<file path="src/rtl/b2d_pkg.sv">
package b2d_pkg;

	localparam int MAX_DIGITS = 8;

	typedef logic [7:0] char_t;
	typedef logic [MAX_DIGITS-1:0][7:0] char_vec_t;
	typedef logic [3:0] count_t;

	localparam logic [1:0] BASE_BIN = 2'd0;
	localparam logic [1:0] BASE_OCT = 2'd1;
	localparam logic [1:0] BASE_DEC = 2'd2;
	localparam logic [1:0] BASE_HEX = 2'd3;

	localparam char_t CHAR_ZERO  = 8'd48;
	localparam char_t CHAR_A     = 8'd65;
	localparam char_t CHAR_SPACE = 8'd32;

	// reciprocal multipliers: x*41>>12 == x/100 for x<256, x*205>>11 == x/10 for x<100
	localparam logic [5:0] DIV100_MUL = 6'd41;
	localparam int         DIV100_SH  = 12;
	localparam logic [7:0] DIV10_MUL  = 8'd205;
	localparam int         DIV10_SH   = 11;
	localparam logic [6:0] HUNDRED    = 7'd100;
	localparam logic [3:0] TEN        = 4'd10;

	typedef struct packed {
		logic [7:0] code;
		logic [1:0] base;
	} s1_t;

	typedef struct packed {
		logic [7:0] code;
		logic [1:0] base;
		logic [1:0] q100;
		logic [6:0] rem;
	} s2_t;

	typedef struct packed {
		char_vec_t chars;
		count_t    ndig;
	} s3_t;

	function automatic char_t digit_char(input logic [3:0] d);
		if (d < TEN)
			return CHAR_ZERO + {4'd0, d};
		return CHAR_A + {4'd0, d - TEN};
	endfunction

endpackage

</file>
<file path="src/rtl/b2d_div.sv">
module b2d_div (
	input  logic         clk,
	input  logic         arst_n,
	input  logic         in_valid,
	output logic         in_ready,
	input  b2d_pkg::s1_t in_data,
	output logic         out_valid,
	input  logic         out_ready,
	output b2d_pkg::s2_t out_data
);
	import b2d_pkg::*;

	logic        valid_s2;
	s2_t         data_s2;
	logic [13:0] prod;
	logic [1:0]  q100;
	logic [7:0]  sub;

	assign prod = 14'(in_data.code) * 14'(DIV100_MUL);
	assign q100 = prod[DIV100_SH+1:DIV100_SH];
	assign sub  = 8'(q100) * 8'(HUNDRED);

	assign in_ready  = !valid_s2 || out_ready;
	assign out_valid = valid_s2;
	assign out_data  = data_s2;

	always_ff @(posedge clk or negedge arst_n) begin
		if (!arst_n)
			valid_s2 <= 1'b0;
		else if (in_ready)
			valid_s2 <= in_valid;
	end

	always_ff @(posedge clk) begin
		if (in_ready && in_valid) begin
			data_s2.code <= in_data.code;
			data_s2.base <= in_data.base;
			data_s2.q100 <= q100;
			data_s2.rem  <= 7'(in_data.code - sub);
		end
	end

endmodule

</file>
<file path="src/rtl/b2d_fmt.sv">
module b2d_fmt (
	input  logic         clk,
	input  logic         arst_n,
	input  logic         in_valid,
	output logic         in_ready,
	input  b2d_pkg::s2_t in_data,
	output logic         out_valid,
	input  logic         out_ready,
	output b2d_pkg::s3_t out_data
);
	import b2d_pkg::*;

	logic             valid_s3;
	s3_t              data_s3;
	logic [14:0]      prod;
	logic [3:0]       tens;
	logic [3:0]       ones;
	logic [3:0][3:0]  dl;      // digits, least significant first
	logic [1:0]       top_idx; // index of most significant digit
	logic [1:0]       sel;
	s3_t              nxt;

	assign prod = 15'(in_data.rem) * 15'(DIV10_MUL);
	assign tens = prod[DIV10_SH+3:DIV10_SH];
	assign ones = 4'(in_data.rem - 7'(tens * TEN));

	always_comb begin
		dl      = '0;
		top_idx = 2'd0;
		nxt     = '0;
		sel     = 2'd0;
		case (in_data.base)
			BASE_OCT: begin
				dl[0] = {1'b0, in_data.code[2:0]};
				dl[1] = {1'b0, in_data.code[5:3]};
				dl[2] = {2'b0, in_data.code[7:6]};
				if (in_data.code[7:6] != 2'd0)
					top_idx = 2'd2;
				else if (in_data.code[5:3] != 3'd0)
					top_idx = 2'd1;
			end
			BASE_DEC: begin
				dl[0] = ones;
				dl[1] = tens;
				dl[2] = {2'b0, in_data.q100};
				if (in_data.q100 != 2'd0)
					top_idx = 2'd2;
				else if (tens != 4'd0)
					top_idx = 2'd1;
			end
			default: begin
				dl[0] = in_data.code[3:0];
				dl[1] = in_data.code[7:4];
				if (in_data.code[7:4] != 4'd0)
					top_idx = 2'd1;
			end
		endcase

		if (in_data.base == BASE_BIN) begin
			for (int i = 0; i < MAX_DIGITS; i++)
				nxt.chars[i] = CHAR_ZERO + {7'd0, in_data.code[MAX_DIGITS-1-i]};
			nxt.ndig = count_t'(MAX_DIGITS);
		end else begin
			for (int i = 0; i < 4; i++) begin
				sel = top_idx - 2'(i);
				nxt.chars[i] = digit_char(dl[sel]);
			end
			nxt.ndig = {2'b0, top_idx} + 4'd1;
		end
	end

	assign in_ready  = !valid_s3 || out_ready;
	assign out_valid = valid_s3;
	assign out_data  = data_s3;

	always_ff @(posedge clk or negedge arst_n) begin
		if (!arst_n)
			valid_s3 <= 1'b0;
		else if (in_ready)
			valid_s3 <= in_valid;
	end

	always_ff @(posedge clk) begin
		if (in_ready && in_valid)
			data_s3 <= nxt;
	end

endmodule

</file>
<file path="src/rtl/b2d_ser.sv">
module b2d_ser (
	input  logic         clk,
	input  logic         arst_n,
	input  logic         in_valid,
	output logic         in_ready,
	input  b2d_pkg::s3_t in_data,
	output logic         out_valid,
	input  logic         out_ready,
	output logic [7:0]   out_char,
	output logic         last_of_run
);
	import b2d_pkg::*;

	logic   busy_q;
	s3_t    cur_q;
	count_t idx_q;
	logic   at_space;

	assign at_space    = (idx_q == cur_q.ndig);
	assign out_valid   = busy_q;
	assign last_of_run = at_space;
	assign out_char    = at_space ? CHAR_SPACE : cur_q.chars[idx_q[2:0]];
	// next run loads as the trailing space leaves
	assign in_ready    = !busy_q || (out_ready && at_space);

	always_ff @(posedge clk or negedge arst_n) begin
		if (!arst_n) begin
			busy_q <= 1'b0;
			idx_q  <= '0;
		end else if (in_ready) begin
			busy_q <= in_valid;
			idx_q  <= '0;
		end else if (out_ready) begin
			idx_q <= idx_q + 4'd1;
		end
	end

	always_ff @(posedge clk) begin
		if (in_ready && in_valid)
			cur_q <= in_data;
	end

endmodule

</file>
<file path="src/rtl/byte_to_base_digits_encoder.sv">
// A request passes the capture, divide and format registers and the serializer
// register before its first digit is presented. One character per cycle while
// out_ready is high; a binary request is eight digits plus a trailing space,
// octal/decimal 2 to 4 characters and hex 2 to 3, set by the output serializer.
// Three stages (capture, divide by 100, digit format) feed the serializer.
// arst_n clears all valid bits and the latched base to binary.
module byte_to_base_digits_encoder (
	input  logic       clk,
	input  logic       arst_n,
	input  logic       in_valid,
	output logic       in_ready,
	input  logic [7:0] char_code,
	output logic       out_valid,
	input  logic       out_ready,
	output logic [7:0] out_char,
	output logic       last_of_run,
	input  logic       cfg_valid,
	output logic       cfg_ready,
	input  logic [1:0] base_select
);
	import b2d_pkg::*;

	logic [1:0] base_q;
	logic       valid_s1;
	s1_t        data_s1;
	logic       rdy_div;
	logic       v_div;
	s2_t        d_div;
	logic       rdy_fmt;
	logic       v_fmt;
	s3_t        d_fmt;
	logic       rdy_ser;

	assign cfg_ready = 1'b1;
	assign in_ready  = !valid_s1 || rdy_div;

	always_ff @(posedge clk or negedge arst_n) begin
		if (!arst_n) begin
			base_q   <= BASE_BIN;
			valid_s1 <= 1'b0;
		end else begin
			if (cfg_valid)
				base_q <= base_select;
			if (in_ready)
				valid_s1 <= in_valid;
		end
	end

	always_ff @(posedge clk) begin
		if (in_ready && in_valid) begin
			data_s1.code <= char_code;
			data_s1.base <= base_q;
		end
	end

	b2d_div u_div (
		.clk       (clk),
		.arst_n    (arst_n),
		.in_valid  (valid_s1),
		.in_ready  (rdy_div),
		.in_data   (data_s1),
		.out_valid (v_div),
		.out_ready (rdy_fmt),
		.out_data  (d_div)
	);

	b2d_fmt u_fmt (
		.clk       (clk),
		.arst_n    (arst_n),
		.in_valid  (v_div),
		.in_ready  (rdy_fmt),
		.in_data   (d_div),
		.out_valid (v_fmt),
		.out_ready (rdy_ser),
		.out_data  (d_fmt)
	);

	b2d_ser u_ser (
		.clk         (clk),
		.arst_n      (arst_n),
		.in_valid    (v_fmt),
		.in_ready    (rdy_ser),
		.in_data     (d_fmt),
		.out_valid   (out_valid),
		.out_ready   (out_ready),
		.out_char    (out_char),
		.last_of_run (last_of_run)
	);

endmodule
</file>
<file path="config.mk">
export PLATFORM = sky130hd
export DESIGN_NAME = byte_to_base_digits_encoder
export DESIGN_NICKNAME = d
export VERILOG_FILES = /design/src/rtl/b2d_pkg.sv /design/src/rtl/b2d_div.sv /design/src/rtl/b2d_fmt.sv /design/src/rtl/b2d_ser.sv /design/src/rtl/byte_to_base_digits_encoder.sv
export SDC_FILE = /design/constraint.sdc
export NUM_CORES = 1
export LEC_CHECK = 0
export ABC_AREA = 1
export BUFFER_PORTS_ARGS = -buffer_cell sky130_fd_sc_hd__buf_2
export CAP_MARGIN = 20
export CORE_AREA = 2 2 106 108
export CTS_BUF_LIST = sky130_fd_sc_hd__clkbuf_8
export DETAILED_ROUTE_END_ITERATION = 12
export DIE_AREA = 0 0 108 110
export GPL_TIMING_DRIVEN = 0
export PLACE_DENSITY = 0.86
export SKIP_LAST_GASP = 1
export SLEW_MARGIN = 10
export SYNTH_ARGS = -nofsm -noshare
export SYNTH_HDL_FRONTEND = slang
export SYNTH_SLANG_ARGS = --single-unit
export TNS_END_PERCENT = 5
</file>
<file path="constraint.sdc">
create_clock -name clk -period 6.4 [get_ports clk]
set_input_delay 0.64 -clock clk [delete_from_list [all_inputs] [get_ports clk]]
set_output_delay 0.64 -clock clk [all_outputs]
set_load 0.005 [all_outputs]
</file>
-- After elaboration in Yosys (flattened, before gate mapping)
Cells that the tools add are included.
- logic and storage cells: 131
- input port bits: 15
- memories kept: 0
- register bits after elaboration: 175
- latch bits: 0
- bits in read-only memories: 0
- memory bits (writable): 0
- output and inout bits: 12
- equal/unequal tests: 3
- multipliers: 4
- add/subtract/negate cells: 27
- divide/modulo/power cells: 0
- shift-type cells: 0
- reductions and logical operators: 20
- multiplexer cells: 38
- bitwise operators: 0
- order comparisons: 9
- operator list (kind ; count):
    $mux 8 ; 10
    $add 6x1->7 const A ; 8
    $mux 36 ; 1
    $add 7x4->8 const A ; 4
    $bmux 4 s2 ; 4
    $add 6x4->7 const A ; 4
    $bmux 8 s3 ; 1
    $mux 4 ; 6
    $lt 4x4->1 const B ; 4
    $pmux 8 s2 ; 1
    $sub 4x4->4 const B ; 4
    $mul 7x8->15 const B ; 1
    $mul 8x6->14 const B ; 1
    $lt 2x3->1 const B ; 4
    $mux 1 ; 11
    $pmux 2 s2 ; 2
    $reduce_bool 4->1 ; 2
    $sub 7x7->7 ; 1
    $reduce_bool 2->1 ; 3
    $logic_and 1x1->1 ; 5
    $mul 2x5->5 const B ; 1
    $add 4x1->4 const B ; 1
    $eq 4x4->1 ; 1
    $logic_not 1->1 ; 4
    12 further kinds ; 17

-- Depth between registers and ports, before layout
- word-level depth: 13
- gate-level depth with buffers: 30
- depth with buffers taken out: 30

-- Cells and area by module
Synthesis repeated with hierarchy kept, for this count alone.
- cell total of the unflattened synthesis: 890
- area total of the unflattened synthesis: 8639.5 sq um
- by module, submodules not included (module ; cells each ; area each (sq um) ; instances ; seq. area each (sq um)):
    b2d_fmt ; 474 ; 3754.9 ; 1 ; 1136.1
    b2d_ser ; 265 ; 3093.0 ; 1 ; 2167.1
    b2d_div ; 125 ; 1360.1 ; 1 ; 535.5
    byte_to_base_digits_encoder ; 26 ; 431.7 ; 1 ; 375.4

-- Worst setup path after synthesis
OpenSTA, ideal clock, no wires.
- path type: reg2reg
- start: register u_div.data_s2, in the netlist u_div.out_data[4]
- end: register u_fmt.data_s3, in the netlist u_fmt.out_data[30], data pin
- library setup time: 270 ps
- path buffers: 0
- period minus slack after synthesis: 4967 ps
- data arrival time: 4697 ps
- stages on the path, launching flop included: 29
- data required time: 6130 ps
- slack: 1433 ps
- cells stage by stage: edfxtp_1 > ha_1 > inv_1 > fa_1 > inv_1 > ha_1 > inv_1 > fa_1 > inv_1 > ha_1 > nand2_1 > inv_1 > nand2_1 > nand2_1 > nand2_1 > nand4_1 > nand2_2 > nand2_2 > o21bai_4 > a21boi_2 > ha_1 > inv_1 > nand3_2 > nand2_1 > inv_1 > ha_1 > xnor2_1 > nand3_1 > a21oi_1
- cells in the longest elaborated chain, start to end: 13
- elaborated cells between the ends (all ways): 20
- those cells by class: 5 x add/sub; 2 x mul; 1 x order compare; 11 x mux; 1 x reduce/logical
- ends and longest elaborated chain (what ; RTL line ; RTL):
    start: declaration ; b2d_div.sv:14 ; s2_t data_s2;
    $mul 7x8->15 (*) ; b2d_fmt.sv:23 ; assign prod = 15'(in_data.rem) * 15'(DIV10_MUL);
    parallel branches: the longest is 5 deep, another holds $mul 4x3->3 ; n/a ;
    $bmux 4 s2 (*) ; b2d_fmt.sv:66 ; nxt.chars[i] = digit_char(dl[sel]);
    $mux 4 (not written as such) (*) ; b2d_fmt.sv:66 ;
    parallel branches: the longest is 3 deep, another holds $add 7x4->8 ; n/a ;
    $mux 8 (*) ; b2d_pkg.sv:46 ; return CHAR_A + {4'd0, d - TEN};
    $mux 36 (*) ; b2d_fmt.sv:59 ; if (in_data.base == BASE_BIN) begin
    end signal: assignment ; b2d_fmt.sv:85 ; data_s3 <= nxt;
    end: declaration ; b2d_fmt.sv:14 ; s3_t data_s3;
Every way passes the cells marked *. The select of a mux whose other input is x is not followed.
A chain may end at the register's enable or synchronous reset.

-- Worst setup path in the final report
Ends and elaborated chain as after synthesis.

==> results <==
- The flow ran to the end, and the final reports show no timing, DRC or antenna violations.
- Setup violations remaining at the end of the flow were counted as 0.
- Dividing the detail-routed wire length by the instance count gives 14.75 µm.
- After detailed placement, the design holds a cell count of 863.
- The proportion of layout cells with a drive suffix above 1 is 10.28%.
- The die is 110 µm tall.
- The number of synthesis warnings is 0.
- The remaining antenna violation count is 0.
- For the worst-skew pair, the clock arrives at the later sink with an insertion delay of 0.39 ns.
- The core footprint is between 10000 and 15000 µm².
- The final-report hold violation count is 0.
- The most common cell after layout, fill and taps aside is sky130_fd_sc_hd__nand2_1.
- For this run, the share of the core covered by cells in the final layout is between 60% and 70%.
- 27 I/O pins were placed.
- The critical path data arrival time is 5.80 ns.
- The kind of start point of the critical path is a flop.
- Counting every net in the synthesized netlist gives 798.
- The initial antenna violation count is 0.
- For this run the aggregate overflow at the end of global routing stands at 0.
- The detailed-placement wirelength estimate is between 10000 and 15000 µm.
- The cell leakage power is 3.446 nW.
- The largest fanout on the critical path is 7.
- The clock tree from TritonCTS is done.
- The post-CTS clock slew at the launch and capture registers of the worst setup and hold paths is 0.11 ns.
- The clock sink total is 111.
- The die area is 11880 µm².
- The net count of the finished layout is 835.
- The total via count in the routed design is 4831.
- The post-route DRC violation count is 0.
- The cell at the slowest stage of the critical path is sky130_fd_sc_hd__fa_1.
- In this run, the number of DRC markers left after iteration 0 of detailed routing was 340.
- Between clock sinks in the finished design, the worst skew comes to 0.01940 ns.
- STA classifies the critical path endpoint as a flop.
- The global placer's final weighted congestion is about 0.90.
- The max-slew violation count is 0.
- Hold timing on the final database bottoms out at a slack of 0.1019 ns.
- The number of global-route vias before repair is 4777.
- Global routing used a little under a quarter of the available tracks.
- The layout overhead on the synthesized area is 8.231%.
- The final critical-path required period is between 5 and 6 ns.
- The antenna diode count is 0.
- The number of instances in the synthesized netlist is about 700.
- For this run, the register share of the synthesized area comes to about 48%.
- The measured slew at the worst slew-check pin is 0.7999 ns.
- In this run the deepest clock path goes through 2 buffers.
- The TritonCTS buffer count is 9.
- The floorplan has 38 rows.
- The pre-antenna-repair detailed-routing pass consisted of 8 iterations.
- The part of the cycle the worst path needs is ~87%.
- The worst IR drop on VDD is between 200 and 250 µV.
- The count of port buffers added during placement is 24.
- The count of unique library cells instantiated by Yosys is 47.
- The reported max-cap violation count is 0.
- The largest single stage delay on the critical path is about 0.5 ns.
- The number of non-filler instances in the completed layout is 879.
- The first-pass GRT wire length is 20990 µm.
- Averaged over all synthesized cells, the footprint is 9.771 µm².
- Buffers inserted to repair hold after CTS numbered 0.
- The effective utilization at floorplan is between 60% and 70%.
- Gates resized during post-CTS repair numbered 0.
- The cell seen most often among critical-path stages is sky130_fd_sc_hd__inv_1.
- The maximum number of pins on one net before global-route repair is 29.
- Summing every instance area after synthesis gives 6810 µm².
- For this run, the top clock speed supported by timing is between 150 and 200 MHz.
- For this design the ratio of total power to cell area is 332.2 nW/µm².
- Setup repair after global routing left no endpoint under its margin.
- The width of the die is 108 µm.
- The critical path is of the flop to flop type.
- The design draws ~0.0024 W.
- The top cell types in the final layout, fill and taps aside, are sky130_fd_sc_hd__nand2_1, sky130_fd_sc_hd__inv_1, sky130_fd_sc_hd__edfxtp_1.
- In the routed layout, each cell is associated on average with a via count of 5.496.
- The post-CTS repair timing setup buffer count is 0.
- The required time of the critical path is 6.64 ns.
- The worst pin sits at a relative slew slack of 46.48%.
- The clock root buffer master is sky130_fd_sc_hd__clkbuf_8.
- Summed over all layers, the routed wires come to 12970 µm.
- The setup total negative slack is 0 ns.
- The worst hold path belongs to the class input pin to async pin.
- Synthesis inferred 111 register bits.
- The H-tree was split into 3 levels.
## power by group
part	internal [W]	switching, W
logic	0.000395	0.000696
registers	0.000888	0.0000394
clock network	0.000187	0.000243
total	0.00147	0.000978
## cells in the mapped netlist (all sizes together)
cell type / number / share of area (%)
nand2: 137 / 8.1
nand4: 10 / 0.92
ha: 74 / 14
and3: 1 / 0.092
o21ai: 26 / 1.9
a31oi: 2 / 0.18
a22oi: 2 / 0.22
inv: 125 / 6.9
a21o: 1 / 0.11
a211oi: 1 / 0.11
clkbuf: 8 / 0.44
buf: 4 / 0.50
fa: 12 / 3.5
conb: 2 / 0.11
or2: 1 / 0.092
o2111ai: 2 / 0.26
xnor2: 6 / 0.77
a32oi: 1 / 0.13
nand3b: 1 / 0.11
nor2: 65 / 3.8
edfxtp: 101 / 45
nor4: 1 / 0.092
dfrtp: 10 / 3.7
nand3: 48 / 4.2
o221a: 1 / 0.17
xor2: 11 / 1.4
a21oi: 27 / 2.1
mux2: 2 / 0.33
o22ai: 5 / 0.46
clkinv: 1 / 0.073
and2: 1 / 0.092
o21bai: 2 / 0.39
nor3: 4 / 0.29
o211ai: 1 / 0.11
a21boi: 1 / 0.17
## sequential cells by signal, indices dropped and copies added (netlist names)
| register | cells |
|---|---|
| base_q | 2 |
| u_div.out_data | 17 |
| u_ser.cur_q | 37 |
| u_fmt.out_data | 37 |
| data_s1 | 10 |
| u_div.out_valid | 1 |
| u_ser.idx_q | 4 |
| valid_s1 | 1 |
| u_ser.out_valid | 1 |
| u_fmt.out_valid | 1 |
## cells by family (layout without fill, tap and decap cells)
logic type / after synthesis / count (layout) / synth area share, %
fa+ha+maj: 86 / 86 / 17.12
mux: 2 / 2 / 0.3307
compound gates: 72 / 72 / 6.357
simple gates: 269 / 269 / 17.78
buf+inv: 138 / 180 / 7.900
flops: 111 / 111 / 48.21
other cells: 2 / 2 / 0.1103
xor+xnor: 17 / 17 / 2.186
## stage by stage
step | area [µm²] | setup slack [ns]
finish | 7371 | 0.8332
global route | 7371 | 0.4144
CTS | 7371 | 0.8686
detailed placement | 7161 | 0.8919
global placement | 7106 | 1.003
floorplan | 6810 | 1.433
## final timing paths
path,start,endpoint,slack (ns),cells past startpoint
max,u_div.out_data[4],u_fmt.out_data[30],0.83,29
min,arst_n,u_ser.idx_q[0],0.10,1
max reg2reg,u_div.out_data[4],u_fmt.out_data[30],0.83,29
min reg2reg,u_fmt.out_data[8],u_ser.cur_q[8],0.42,0
max in group asynchronous,arst_n,u_div.out_valid,6.09,1
min in group clk,u_fmt.out_data[8],u_ser.cur_q[8],0.42,0
## layer usage
metal / routed length (µm) / global-route usage (%) / part of all wire, %
met5: 0 / 0 / 0
met4: 253 / 8.608 / 2.0
met3: 575 / 4.233 / 4.4
met2: 6950 / 43.49 / 54
met1: 5190 / 25.46 / 40
## critical path: cells and delay by family (launching register included)
| kind | cells | cell delay [ns] |
|---|---|---|
| compound gates | 3 | 0.46 |
| fa+ha+maj | 7 | 2.69 |
| flops | 1 | 0.46 |
| xor+xnor | 1 | 0.18 |
| buf+inv | 7 | 0.59 |
| simple gates | 11 | 1.04 |
## layout make-up
cell class,count,area (µm²)
buffer,12,63.81
clock buffer,9,123.9
clock inverter,7,86.33
fill,788,3327
inverter,126,474.2
multi-input combinational,448,2997
sequential,111,3283
tap,140,175.2
timing repair buffer,26,167.7
Power figures use the tool's default switching activity.
